`config.mk`:
```
export PLATFORM = sky130hd
export DESIGN_NAME = checksummed_frame_receiver_flat
export DESIGN_NICKNAME = d
export VERILOG_FILES = /design/src/rtl/cfr_pkg.sv /design/src/rtl/cfr_if.sv /design/src/rtl/cfr_in_stage.sv /design/src/rtl/cfr_deframer.sv /design/src/rtl/cfr_out_stage.sv /design/src/rtl/checksummed_frame_receiver.sv /design/src/flat_wrapper.sv
export SDC_FILE = /design/constraint.sdc
export NUM_CORES = 1
export LEC_CHECK = 0
export ABC_AREA = 1
export BUFFER_PORTS_ARGS = -buffer_cell sky130_fd_sc_hd__buf_2
export CAP_MARGIN = 10
export CELL_PAD_IN_SITES_DETAIL_PLACEMENT = 1
export CELL_PAD_IN_SITES_GLOBAL_PLACEMENT = 1
export CORE_MARGIN = 2
export CORE_UTILIZATION = 29
export CTS_CLUSTER_DIAMETER = 80
export DETAILED_ROUTE_END_ITERATION = 7
export PLACE_DENSITY = 0.53
export SLEW_MARGIN = 40
export SYNTH_ARGS = -nofsm -noshare
export SYNTH_HDL_FRONTEND = slang
export SYNTH_SLANG_ARGS = --single-unit
```
`constraint.sdc`:
```
create_clock -name i_clk -period 2.1 [get_ports i_clk]
set_input_delay 0.42 -clock i_clk [delete_from_list [all_inputs] [get_ports i_clk]]
set_output_delay 0.42 -clock i_clk [all_outputs]
set_load 0.03 [all_outputs]
```
`src/rtl/cfr_pkg.sv`:
```
package cfr_pkg;

    localparam int unsigned ByteW  = 8;
    localparam int unsigned KindW  = 3;
    localparam int unsigned CountW = 9;
    localparam int unsigned TailN  = 3;

    localparam logic [ByteW-1:0]  BYTE_START     = 8'h05;
    localparam logic [ByteW-1:0]  BYTE_END       = 8'h04;
    localparam logic [ByteW-1:0]  LOW_BAD_LIMIT  = 8'h21;
    localparam logic [ByteW-1:0]  HIGH_BAD_LIMIT = 8'h7E;
    localparam logic [CountW-1:0] MAX_BODY_RESET = 9'd260;
    localparam logic [CountW-1:0] MIN_BODY       = 9'd3;

    typedef enum logic [KindW-1:0] {
        KIND_PAYLOAD  = 3'd0,
        KIND_OK       = 3'd1,
        KIND_MISMATCH = 3'd2,
        KIND_BADCHAR  = 3'd3,
        KIND_TOOLONG  = 3'd4,
        KIND_TOOSHORT = 3'd5
    } t_kind;

    typedef struct packed {
        logic             valid;
        t_kind            kind;
        logic [ByteW-1:0] value;
    } t_result;

    // Uppercase hex digit to its value; anything else counts as zero.
    function automatic logic [3:0] hex_digit(input logic [ByteW-1:0] c);
        logic [ByteW-1:0] d;
        d = 8'h00;
        if (c >= 8'h30 && c <= 8'h39) begin
            d = c - 8'd48;
        end else if (c >= 8'h41 && c <= 8'h46) begin
            d = c - 8'd55;
        end
        return d[3:0];
    endfunction

endpackage

```
`src/rtl/cfr_if.sv`:
```
interface cfr_byte_if;
    import cfr_pkg::*;
    logic             valid;
    logic             ready;
    logic [ByteW-1:0] rx_byte;

    modport source (output valid, output rx_byte, input ready);
    modport sink (input valid, input rx_byte, output ready);
endinterface

interface cfr_event_if;
    import cfr_pkg::*;
    logic             valid;
    logic             ready;
    logic [KindW-1:0] event_kind;
    logic [ByteW-1:0] event_value;

    modport source (output valid, output event_kind, output event_value, input ready);
    modport sink (input valid, input event_kind, input event_value, output ready);
endinterface

```
`src/rtl/cfr_in_stage.sv`:
```
module cfr_in_stage
    import cfr_pkg::*;
(
    input  logic             i_clk,
    input  logic             i_rst_n,
    cfr_byte_if.sink         i_rx,
    input  logic             i_advance,
    output logic             o_valid,
    output logic [ByteW-1:0] o_byte
);

    logic             r_valid;
    logic [ByteW-1:0] r_byte;
    logic             n_valid;

    assign i_rx.ready = !r_valid || i_advance;

    always_comb begin
        n_valid = r_valid;
        if (i_rx.ready) begin
            n_valid = i_rx.valid;
        end
    end

    always_ff @(posedge i_clk) begin
        if (!i_rst_n) begin
            r_valid <= 1'b0;
        end else begin
            r_valid <= n_valid;
        end
    end

    // Payload: load on every transfer, hold otherwise.
    always_ff @(posedge i_clk) begin
        if (i_rx.valid && i_rx.ready) begin
            r_byte <= i_rx.rx_byte;
        end
    end

    assign o_valid = r_valid;
    assign o_byte  = r_byte;

endmodule

```
`src/rtl/cfr_deframer.sv`:
```
module cfr_deframer
    import cfr_pkg::*;
(
    input  logic              i_clk,
    input  logic              i_rst_n,
    input  logic              i_cfg_wr_en,
    input  logic [CountW-1:0] i_cfg_wr_data,
    input  logic              i_step,
    input  logic [ByteW-1:0]  i_byte,
    output t_result           o_result
);

    logic              r_listening;
    logic [CountW-1:0] r_count;
    logic [ByteW-1:0]  r_sum;
    logic [CountW-1:0] r_max_len;
    logic [ByteW-1:0]  r_tail [TailN];

    logic              n_listening;
    logic [CountW-1:0] n_count;
    logic [ByteW-1:0]  n_sum;
    logic              shift_en;
    logic [ByteW-1:0]  given;
    t_result           result;

    assign given = {hex_digit(r_tail[1]), hex_digit(r_tail[2])};

    always_comb begin
        n_listening  = r_listening;
        n_count      = r_count;
        n_sum        = r_sum;
        shift_en     = 1'b0;
        result.valid = 1'b0;
        result.kind  = KIND_PAYLOAD;
        result.value = '0;
        priority if (i_byte == BYTE_START) begin
            n_listening = 1'b1;
            n_count     = '0;
            n_sum       = '0;
        end else if (!r_listening) begin
            // drop bytes outside a frame
        end else if (i_byte == BYTE_END) begin
            n_listening  = 1'b0;
            result.valid = 1'b1;
            if (r_count < MIN_BODY) begin
                result.kind = KIND_TOOSHORT;
            end else if (given == r_sum) begin
                result.kind = KIND_OK;
            end else begin
                result.kind  = KIND_MISMATCH;
                result.value = r_sum;
            end
        end else if (i_byte <= LOW_BAD_LIMIT || i_byte >= HIGH_BAD_LIMIT) begin
            n_listening  = 1'b0;
            result.valid = 1'b1;
            result.kind  = KIND_BADCHAR;
        end else if (r_count >= r_max_len) begin
            n_listening  = 1'b0;
            result.valid = 1'b1;
            result.kind  = KIND_TOOLONG;
        end else begin
            shift_en = 1'b1;
            n_count  = r_count + 1'b1;
            // byte leaving the delay line is covered by the checksum
            if (r_count >= MIN_BODY) begin
                n_sum        = r_sum + r_tail[0];
                result.valid = 1'b1;
                result.value = r_tail[0];
            end
        end
    end

    always_ff @(posedge i_clk) begin
        if (!i_rst_n) begin
            r_listening <= 1'b0;
            r_count     <= '0;
            r_sum       <= '0;
            r_max_len   <= MAX_BODY_RESET;
        end else begin
            if (i_step) begin
                r_listening <= n_listening;
                r_count     <= n_count;
                r_sum       <= n_sum;
            end
            if (i_cfg_wr_en) begin
                r_max_len <= i_cfg_wr_data;
            end
        end
    end

    always_ff @(posedge i_clk) begin
        if (i_step && shift_en) begin
            r_tail[0] <= r_tail[1];
            r_tail[1] <= r_tail[2];
            r_tail[2] <= i_byte;
        end
    end

    assign o_result = result;

    a_start_clears: assert property (@(posedge i_clk) disable iff (!i_rst_n)
        i_step && i_byte == BYTE_START |=> r_listening && r_count == '0 && r_sum == '0)
        else $error("start byte did not open a clean frame");

    a_idle_holds: assert property (@(posedge i_clk) disable iff (!i_rst_n)
        i_step && !r_listening && i_byte != BYTE_START |=> !r_listening && $stable(r_count))
        else $error("byte outside a frame changed state");

    a_payload_full: assert property (@(posedge i_clk) disable iff (!i_rst_n)
        i_step && o_result.valid && o_result.kind == KIND_PAYLOAD |-> r_count >= MIN_BODY)
        else $error("payload emitted before delay line filled");

    a_close_result: assert property (@(posedge i_clk) disable iff (!i_rst_n)
        i_step && r_listening && !n_listening && i_byte != BYTE_START |-> o_result.valid)
        else $error("frame closed without an event");

endmodule

```
`src/rtl/cfr_out_stage.sv`:
```
module cfr_out_stage
    import cfr_pkg::*;
(
    input  logic       i_clk,
    input  logic       i_rst_n,
    input  logic       i_load,
    input  t_result    i_result,
    output logic       o_room,
    cfr_event_if.source o_evt
);

    logic             r_valid;
    t_kind            r_kind;
    logic [ByteW-1:0] r_value;
    logic             n_valid;

    assign o_room = !r_valid || o_evt.ready;

    always_comb begin
        n_valid = r_valid;
        if (i_load) begin
            n_valid = i_result.valid;
        end else if (o_evt.ready) begin
            n_valid = 1'b0;
        end
    end

    always_ff @(posedge i_clk) begin
        if (!i_rst_n) begin
            r_valid <= 1'b0;
        end else begin
            r_valid <= n_valid;
        end
    end

    always_ff @(posedge i_clk) begin
        if (i_load && i_result.valid) begin
            r_kind  <= i_result.kind;
            r_value <= i_result.value;
        end
    end

    assign o_evt.valid       = r_valid;
    assign o_evt.event_kind  = r_kind;
    assign o_evt.event_value = r_value;

endmodule

```
`src/rtl/checksummed_frame_receiver.sv`:
```
// Channel  Direction  Transfer when        Payload
// i_rx     in         valid && ready       rx_byte[7:0]
// o_evt    out        valid && ready       event_kind[2:0], event_value[7:0]
// cfg      in         i_cfg_wr_en          i_cfg_wr_data[8:0] (max_body_length)
//
// One byte per cycle sustained while the result register is not stalled; each byte passes
// the input register, then goes through the deframer into the result register.
// Bytes that cause no event pass through without using the result register.
// Synchronous active-low reset closes any frame and restores the length limit to 260.
// A stalled result register holds the input register; i_rx.ready drops only then.
module checksummed_frame_receiver
    import cfr_pkg::*;
(
    input  logic              i_clk,
    input  logic              i_rst_n,
    cfr_byte_if.sink          i_rx,
    cfr_event_if.source       o_evt,
    input  logic              i_cfg_wr_en,
    input  logic [CountW-1:0] i_cfg_wr_data
);

    logic             s1_valid;
    logic [ByteW-1:0] s1_byte;
    logic             room;
    logic             advance;
    t_result          result;

    assign advance = s1_valid && room;

    cfr_in_stage u_in (
        .i_clk     (i_clk),
        .i_rst_n   (i_rst_n),
        .i_rx      (i_rx),
        .i_advance (advance),
        .o_valid   (s1_valid),
        .o_byte    (s1_byte)
    );

    cfr_deframer u_dfr (
        .i_clk         (i_clk),
        .i_rst_n       (i_rst_n),
        .i_cfg_wr_en   (i_cfg_wr_en),
        .i_cfg_wr_data (i_cfg_wr_data),
        .i_step        (advance),
        .i_byte        (s1_byte),
        .o_result      (result)
    );

    cfr_out_stage u_out (
        .i_clk    (i_clk),
        .i_rst_n  (i_rst_n),
        .i_load   (advance),
        .i_result (result),
        .o_room   (room),
        .o_evt    (o_evt)
    );

endmodule

```
`src/flat_wrapper.sv`:
```
// flat-port wrapper written by rule: the top's interface ports become plain ports
module checksummed_frame_receiver_flat import cfr_pkg::*;
  (i_clk, i_rst_n, i_cfg_wr_en, i_cfg_wr_data, i_rx_valid, i_rx_rx_byte, i_rx_ready, o_evt_valid, o_evt_event_kind, o_evt_event_value, o_evt_ready);
  cfr_byte_if i_rx_i ();
  cfr_event_if o_evt_i ();
  input  logic i_clk;
  input  logic i_rst_n;
  input  logic i_cfg_wr_en;
  input  logic [CountW-1:0] i_cfg_wr_data;
  input wire logic [$bits(i_rx_i.valid)-1:0] i_rx_valid;
  input wire logic [$bits(i_rx_i.rx_byte)-1:0] i_rx_rx_byte;
  output wire logic [$bits(i_rx_i.ready)-1:0] i_rx_ready;
  output wire logic [$bits(o_evt_i.valid)-1:0] o_evt_valid;
  output wire logic [$bits(o_evt_i.event_kind)-1:0] o_evt_event_kind;
  output wire logic [$bits(o_evt_i.event_value)-1:0] o_evt_event_value;
  input wire logic [$bits(o_evt_i.ready)-1:0] o_evt_ready;
  assign i_rx_i.valid = i_rx_valid;
  assign i_rx_i.rx_byte = i_rx_rx_byte;
  assign i_rx_ready = i_rx_i.ready;
  assign o_evt_valid = o_evt_i.valid;
  assign o_evt_event_kind = o_evt_i.event_kind;
  assign o_evt_event_value = o_evt_i.event_value;
  assign o_evt_i.ready = o_evt_ready;
  checksummed_frame_receiver u_core (.i_clk(i_clk), .i_rst_n(i_rst_n), .i_rx(i_rx_i), .o_evt(o_evt_i), .i_cfg_wr_en(i_cfg_wr_en), .i_cfg_wr_data(i_cfg_wr_data));
endmodule
```
==> metrics.md, run 1 <==
| Metric | Value |
|---|---|
| Worst Reg-to-Reg Cells | `13` |
| Dpl cell area | `4642 µm²` |
| Number of core rows | `42` |
| Maximum clock skew at final layout | `slightly below 0.004 ns` |
| Post-synthesis area per instance | `roughly 8.7 µm²` |
| Unique cell type count in the Yosys netlist | `40` |
| Cell leakage power | `around 2.1 nW` |
| Min-Delay Endpoint | `u_core.u_in.o_byte[7]` |
| Final number of max-transition violations | `0` |
| Post-synthesis cell area | `about 4000 µm²` |
| Total I/O pin count | `35` |
| Kind of start point of the critical path | `register` |
| Post-route DRC violation count | `0` |
| Commonest non-fill, non-tap cell in the layout | `sky130_fd_sc_hd__nand2_1` |
| Core region area | `roughly 13,000 µm²` |
| Final cell area excluding filler cells | `roughly 5500 µm²` |
| Worst rel slew slack | `64.62%` |
| Average detailed-routed wire length per instance | `between 15 and 20 µm` |
| Global route total overflow | `0` |
| Routability cong. | `between 0.8 and 0.9` |
| Launch instance of the worst min-delay path | `i_rx_rx_byte[7]` |
| Fraction of layout cells with a size suffix above 1 | `38.95%` |
| Worst Path Buf+Inv | `1` |
| Vias in the first global route | `about 3,500` |
| Worst setup margin | `-0.07063 ns` |
| Crit-path max FO | `5` |
| Net count reported at finish | `593` |
| Synth Register Bits | `approximately 70` |
| Sum of met3 wire segment lengths after detailed routing | `around 330 µm` |
| Worst Hold Slack | `0.2592 ns` |
| Insertion delay of the later-clocked pin in the worst-skew pair | `between 0.3 and 0.4 ns` |
| Layout overhead on the synthesized area | `36.16%` |
| Sum of routed wire length over all layers | `approximately 12 mm` |
| Metal2 WL | `5.695 mm` |
| Final Hold Viols | `0` |
| Sequential cell area fraction in the yosys report | `a little under half` |
| Die Span X | `between 100 and 150 µm` |
| Pin count of the biggest net entering global routing | `18` |
| H-tree level count | `3` |
| CTS tree | `yes` |
| Critical Path End Type | `register` |
| Initial core utilization | `between 20 and 30%` |
| Routed vias | `3,444` |
| Height of the die | `~120 µm` |
| Antenna violations before repair | `0` |
| Final antenna-violating net count | `0` |
| CTS clock-pin slew for the worst setup and hold paths | `roughly 0.060 ns` |
| Post-layout instance count excluding filler cells | `728` |
| Die ar. | `~15,000 µm²` |
| Status | `finished with violations` |
| Critical Path Source | `u_core.u_dfr.r_tail[0][16]` |
| Inserted Diodes | `0` |
| Max Freq | `roughly 0.46 GHz` |
| Maximum Capacitance Violations | `0` |
| Slack of the worst reg-to-reg path | `-0.07 ns` |
| Routed vias/inst | `roughly 4.7` |
| Setup slack after placement | `-0.1024 ns` |
| WL met1 | `about 5.4 mm` |
| Number of setup violations in the final report | `9` |
| Post-layout min period | `roughly 2.2 ns` |
| DR iter-0 viols | `roughly 150` |
| Wire length of the first global-routing pass | `around 18 mm` |
| Worst Hold Class | `input port to register` |
| R2r endpoint | `u_core.u_out.o_evt.event_value[0]` |
| Cell count after synthesis | `460` |
| Transition time of the tightest slew-check pin | `around 0.53 ns` |
| Category of cells accounting for the largest share of critical-path delay | `simple AND/OR/NAND/NOR gates` |
| CP arrival | `2.26 ns` |
| Max incr delay on CP | `roughly 0.5 ns` |
| Number of buffers added by the clock tree synthesis step | `9` |
| Period Utilization, post-route | `103.4%` |
| Commonest non-fill, non-tap cells in the layout | `69 x sky130_fd_sc_hd__nand2_1, 43 x sky130_fd_sc_hd__edfxtp_1, 41 x sky130_fd_sc_hd__inv_1, 40 x sky130_fd_sc_hd__buf_4, 34 x sky130_fd_sc_hd__buf_2` |
| CP required | `2.19 ns` |
| Worst r2r src | `u_core.u_dfr.r_tail[0][16]` |
| Library cell contributing the largest single delay on the critical path | `sky130_fd_sc_hd__edfxtp_1` |
| DRT Pass-1 Iters | `4` |
| Maximum clock insertion buffer count | `2` |
| Final design utilization | `a little over 40%` |
| Critical path type | `register to register` |
| Setup repair after global routing missed its margin | `true` |
| Number of clock sinks | `72` |
| Total of warnings raised by yosys | `0` |
| Hold Path Cell Cnt | `1` |
| Placed cell count | `approximately 700` |
| Overall Global Routing Usage | `between 10% and 20%` |
| Cells traversed along the worst timing path | `buf_4 -> ha_2 -> xor2_1 -> nand3_2 -> nand2_2 -> nand2_1 -> nand2_1 -> nand2_1 -> nand2_2 -> nor2_4 -> nand2_4 -> nand4_1 -> a21oi_2` |
| Violations in the final reports | `setup timing` |
| I/O Buffers | `34` |
| Library cell appearing most often on the critical path | `sky130_fd_sc_hd__nand2_1` |
| Root buffer cell | `sky130_fd_sc_hd__clkbuf_16` |
| Highest metal layer used by the detailed router | `met4` |
| PwrDens | `606.6 nW/µm²` |
| Total nets after synthesis | `506` |
| Largest voltage drop on the vdd net | `477.8 µV` |
| Post-DP HPWL | `~8.5 mm` |
-- worst register-to-register path: stages, from the launching register on --
cell and delay (ns):
sky130_fd_sc_hd__edfxtp_1 0.50, sky130_fd_sc_hd__buf_4 0.18, sky130_fd_sc_hd__ha_2 0.17, sky130_fd_sc_hd__xor2_1 0.15, sky130_fd_sc_hd__nand3_2 0.08, sky130_fd_sc_hd__nand2_2 0.07, sky130_fd_sc_hd__nand2_1 0.07, sky130_fd_sc_hd__nand2_1 0.06
sky130_fd_sc_hd__nand2_1 0.09, sky130_fd_sc_hd__nand2_2 0.07, sky130_fd_sc_hd__nor2_4 0.20, sky130_fd_sc_hd__nand2_4 0.11, sky130_fd_sc_hd__nand4_1 0.11, sky130_fd_sc_hd__a21oi_2 0.07
-- how the worst max path moves through the flow --
stage | to | slack (ns) | cells after the start
5_1_grt | u_core.u_out.o_evt.event_value[0] | -0.21 | 15
6_report | u_core.u_out.o_evt.event_value[0] | -0.07 | 13
3_3_place_gp | u_core.u_out.o_evt.event_value[5] | -0.04 | 11
3_5_place_dp | u_core.u_out.o_evt.event_value[5] | -0.10 | 10
2_1_floorplan | u_core.u_dfr.r_tail[0][0] | 0.06 | 8
4_1_cts | u_core.u_out.o_evt.event_value[0] | 0.001 | 14
-- power breakdown --
part | leakage (nW) | switching (W) | internal (W) | total (W)
Clock | 0.148 | 0.000583 | 0.00103 | 0.00162
Combinational | 1.38 | 0.0000945 | 0.0000615 | 0.000156
Sequential | 0.608 | 0.0000181 | 0.00152 | 0.00153
-- through the flow --
| stage | TNS [ns] | total power [W] |
|---|---|---|
| final | -0.5162 | 0.003307 |
| after global routing | -1.972 | 0.003437 |
| after CTS | 0 | 0.003321 |
| after detailed placement | -1.253 | 0.001690 |
| after global placement | -0.4204 | 0.001684 |
| after floorplan | 0 | 0.001630 |
-- layer usage --
| metal | GRT usage [%] | vias to the layer above |
|---|---|---|
| li1 | - | 1722 |
| met1 | 21.22 | 1668 |
| met2 | 26.09 | 42 |
| met3 | 4.276 | 12 |
| met4 | 4.526 | 0 |
| met5 | 0 | - |
-- final cells by class --
cell class | instances | area (µm²)
fillers | 1572 | 7896
repair buffers | 80 | 574.3
multi-input cells | 316 | 2192
clock inverters | 6 | 83.83
well taps | 176 | 220.2
inverters | 68 | 269.0
flip-flops and latches | 72 | 1883
clock buffers | 10 | 229.0
-- logic make-up (layout without fill, tap and decap cells) --
kind of cell / after synthesis / after routing / synth area share (%)
flip-flops: 72 / 72 / 46.75
XOR/XNOR: 12 / 12 / 2.625
AO/OA/AOI/OAI: 71 / 71 / 9.469
adder cells (fa/ha/maj): 24 / 24 / 7.688
AND/OR/NAND/NOR: 207 / 209 / 26.16
buffers and inverters: 74 / 164 / 7.312
-- cell usage after synthesis, drive strengths merged --
master,count,area [µm²]
ha,23,287.8
a21o,1,7.510
clkbuf,4,15.01
clkinv,2,8.750
or2,1,6.260
a31oi,2,12.51
nor4,1,6.260
o211ai,1,7.510
inv,66,252.7
xnor2,5,43.79
buf,2,16.26
nand3,36,212.7
nand4,16,130.1
nand2,96,402.9
xor2,7,61.31
a21oi,40,200.2
edfxtp,43,1291
nand3b,5,37.54
o21a,1,7.510
nor2,46,205.2
o21bai,1,11.26
nor3,6,46.30
dfxtp,29,580.6
fa,1,20.02
o21ai,25,132.6
-- repair_timing --
action                                  in CTS  in global routing
endpoints found under the setup margin      22                 63
pin swaps                                    1                 34
gates resized for setup                     11                 88
gates cloned                                 1                  3
hold buffers                                 0                  0
buffers inserted                             0                  9
-- state kept, by name (all words and copies together), names as in the netlist --
name / flops
u_core.u_dfr.r_sum: 8
u_core.u_in.o_valid: 1
u_core.u_dfr.r_tail: 24
u_core.u_out.o_evt.event_kind: 3
u_core.u_out.o_evt.event_value: 8
u_core.u_out.o_evt.valid: 1
u_core.u_dfr.r_count: 9
u_core.u_in.o_byte: 8
u_core.u_dfr.r_max_len: 9
u_core.u_dfr.r_listening: 1
Note: power is estimated with default switching activity, not from simulation.
==> run 2: changes to the inputs <==
--- a/config.mk
+++ b/config.mk
@@ -10,11 +10,12 @@
 export CAP_MARGIN = 10
 export CELL_PAD_IN_SITES_DETAIL_PLACEMENT = 1
 export CELL_PAD_IN_SITES_GLOBAL_PLACEMENT = 1
+export CORE_ASPECT_RATIO = 0.75
 export CORE_MARGIN = 2
 export CORE_UTILIZATION = 29
 export CTS_CLUSTER_DIAMETER = 80
 export DETAILED_ROUTE_END_ITERATION = 7
-export PLACE_DENSITY = 0.53
+export PLACE_DENSITY = 0.51
 export SLEW_MARGIN = 40
 export SYNTH_ARGS = -nofsm -noshare
 export SYNTH_HDL_FRONTEND = slang
==> constraint.sdc (replaced) <==
create_clock -name i_clk -period 2.4 [get_ports i_clk]
set_input_delay 0.48 -clock i_clk [delete_from_list [all_inputs] [get_ports i_clk]]
set_output_delay 0.48 -clock i_clk [all_outputs]
set_load 0.03 [all_outputs]
==> run 2 against run 1 <==
Effect of this change:
- the run now ends clean
- sequential share of layout area is 5.0 points higher
- critical endpoint is now u_core.u_dfr.r_tail[0][6]
- sequential cell count stayed put
- hold slack better by 0.061 ns
- non-clock buffer count is 38 lower
- largest power group is now registers
==> metrics.md, run 2 (synthesis gave the netlist of run 1 again) <==
| Metric | Value |
|---|---|
| Final antenna-violating net count | `0` |
| Maximum clock skew at final layout | `between 0.007 and 0.008 ns` |
| Die ar. | `about 15,000 µm²` |
| Worst Path Buf+Inv | `2` |
| Post-route DRC violation count | `0` |
| Internal cell power | `roughly 0.0022 W` |
| Max incr delay on CP | `0.34 ns` |
| Commonest non-fill, non-tap cells in the layout | `84 x sky130_fd_sc_hd__nand2_1, 53 x sky130_fd_sc_hd__inv_1, 43 x sky130_fd_sc_hd__edfxtp_1, 40 x sky130_fd_sc_hd__a21oi_1, 37 x sky130_fd_sc_hd__nor2_1` |
| Setup repair after global routing missed its margin | `false` |
| Fraction of layout cells with a size suffix above 1 | `about 21%` |
| Net count reported at finish | `553` |
| Final number of max-transition violations | `0` |
| Net Sw Power | `0.0006169 W` |
| Post-CTS Setup Inserts | `0` |
| Number of buffers added by the clock tree synthesis step | `9` |
| DR iter-0 viols | `about 150` |
| Logic gate share of total power | `under 10%` |
| Category of cells accounting for the largest share of critical-path delay | `compound AO/OA/AOI/OAI gates` |
| Cells traversed along the worst timing path | `ha_1 -> a21oi_1 -> o21a_1 -> nand3_1 -> o21bai_2 -> nor2_2 -> nand2_1 -> inv_1 -> buf_12` |
| CTS resizes | `0` |
| Total I/O pin count | `35` |
| Library cell contributing the largest single delay on the critical path | `sky130_fd_sc_hd__dfxtp_1` |
| Status | `finished, final reports clean` |
| Kind of start point of the critical path | `register` |
| Sequential group share of total power | `about half` |
| Pin count of the biggest net entering global routing | `26` |
| Inserted Diodes | `0` |
| Register containing the most flip-flops in the final layout | `u_core.u_dfr.r_tail` |
| Wire length of the first global-routing pass | `17.21 mm` |
| Layout overhead on the synthesized area | `18.22%` |
| Initial core utilization | `approximately 29%` |
| Routability cong. | `a little under 0.8` |
| Number of clock sinks | `about 70` |
| Root buffer cell | `sky130_fd_sc_hd__clkbuf_16` |
| Number of core rows | `37` |
| Core region area | `13,610 µm²` |
| Average detailed-routed wire length per instance | `between 15 and 20 µm` |
| Critical Path End Type | `register` |
| Die Span X | `139.7 µm` |
| Max Freq | `0.4490 GHz` |
| Commonest non-fill, non-tap cell in the layout | `sky130_fd_sc_hd__nand2_1` |
| Sum of routed wire length over all layers | `~11 mm` |
| Routed vias | `~3,200` |
| CTS clock-pin slew for the worst setup and hold paths | `0.06 ns` |
| Part of the total power dissipated in the clock network | `roughly half` |
| Worst Hold Class | `input port to register` |
| Post-DP HPWL | `between 8 and 9 mm` |
| Hold Path Cell Cnt | `1` |
| Worst Hold Slack | `between 0.3 and 0.4 ns` |
| Final Hold Viols | `0` |
| DRT Pass-1 Iters | `4` |
| GR Layer Usage met1 | `23.80%` |
| Path length in cells of the critical path | `9` |
| I/O Buffers | `34` |
| Max reg flops | `24` |
| Aggregate negative setup slack | `0 ns` |
| Maximum clock insertion buffer count | `2` |
| Critical path type | `register to register` |
| Insertion delay of the later-clocked pin in the worst-skew pair | `~0.33 ns` |
| CP required | `roughly 2.4 ns` |
| Global route total overflow | `0` |
| CP arrival | `2.26 ns` |
| Crit-path max FO | `25` |
| PwrDens | `between 500 and 600 nW/µm²` |
| Worst rel slew slack | `between 70% and 80%` |
| Maximum Capacitance Violations | `0` |
| Met2 GRT Util | `a little over a fifth` |
| CTS tree | `yes` |
| Height of the die | `roughly 110 µm` |
| H-tree level count | `3` |
| Period Utilization, post-route | `92.80%` |
| Routed vias/inst | `around 4.6` |
| Post-layout min period | `around 2.2 ns` |
| Largest registers in the final layout | `u_core.u_dfr.r_tail (24), u_core.u_dfr.r_count (9), u_core.u_dfr.r_max_len (9)` |
| Vias in the first global route | `3,182` |
| Met3 Use GR | `under 10%` |
| Switching fraction of total power | `22.17%` |
| Hold-fix buffer count after cts | `0` |
| Overall Global Routing Usage | `around 15%` |
| Number of setup violations in the final report | `0` |
| Layer with the highest usage after global routing | `met1` |
| Transition time of the tightest slew-check pin | `around 0.41 ns` |
| Antenna violations before repair | `0` |
| Largest voltage drop on the vdd net | `354.8 µV` |
| Cell leakage power | `between 1.5 and 2 nW` |
| Worst Reg-to-Reg Cells | `9` |
-- run 2: path summary, 6_finish.rpt --
| path | startpoint | endpoint | slack [ns] |
|---|---|---|---|
| worst min-delay path | i_rx_rx_byte[6] | u_core.u_in.o_byte[6] | 0.32 |
| worst min register to register | u_core.u_dfr.r_listening | u_core.u_dfr.r_listening | 0.47 |
| worst max-delay path | u_core.u_dfr.r_count[6] | u_core.u_dfr.r_tail[0][6] | 0.17 |
| worst max register to register | u_core.u_dfr.r_count[6] | u_core.u_dfr.r_tail[0][6] | 0.17 |
-- run 2: per-stage QoR --
step           power (W)  util (%)  instance area (µm²)  setup slack [ns]  instances
4_1_cts         0.002828     34.76                 4731           0.06066        687
5_1_grt         0.002891     34.78                 4733          0.009934        687
3_3_place_gp    0.001466     32.58                 4434            0.1512        671
3_5_place_dp    0.001469     32.58                 4434           0.08515        671
2_1_floorplan   0.001426         -                 4004            0.1434        460
6_report        0.002782     34.78                 4733            0.1727        687
-- run 2: power groups by stage --
stage               logic (W)  registers [W]  clock network, W
floorplan           0.0000642        0.00136                 0
global placement     0.000101        0.00137                 0
detailed placement   0.000102        0.00137                 0
CTS                  0.000103        0.00134           0.00139
global route         0.000118        0.00134           0.00143
finish               0.000102        0.00134           0.00134
-- run 2: area by class of cell --
cell class / count / area [µm²]
Timing Repair Buffer: 42 / 242.7
Clock inverter: 7 / 71.32
Sequential cell: 72 / 1872
Multi-Input combinational cell: 314 / 1842
Clock buffer: 9 / 225.2
Tap cell: 175 / 219.0
Inverter: 68 / 261.5
Fill cell: 1616 / 8877
-- run 2: worst reg2reg max path, delay by kind of cell, from the launching register on --
family / cells / cell delay [ns]
flops: 1 / 0.34
buf+inv: 2 / 0.32
fa+ha+maj: 1 / 0.32
simple gates: 3 / 0.32
compound gates: 3 / 0.61
-- run 2: layer usage --
metal | share of wire (%) | wire (µm)
met4 | 0.76 | 80
met2 | 40 | 4205
met5 | 0 | 0
met3 | 3.4 | 361
met1 | 56 | 5900
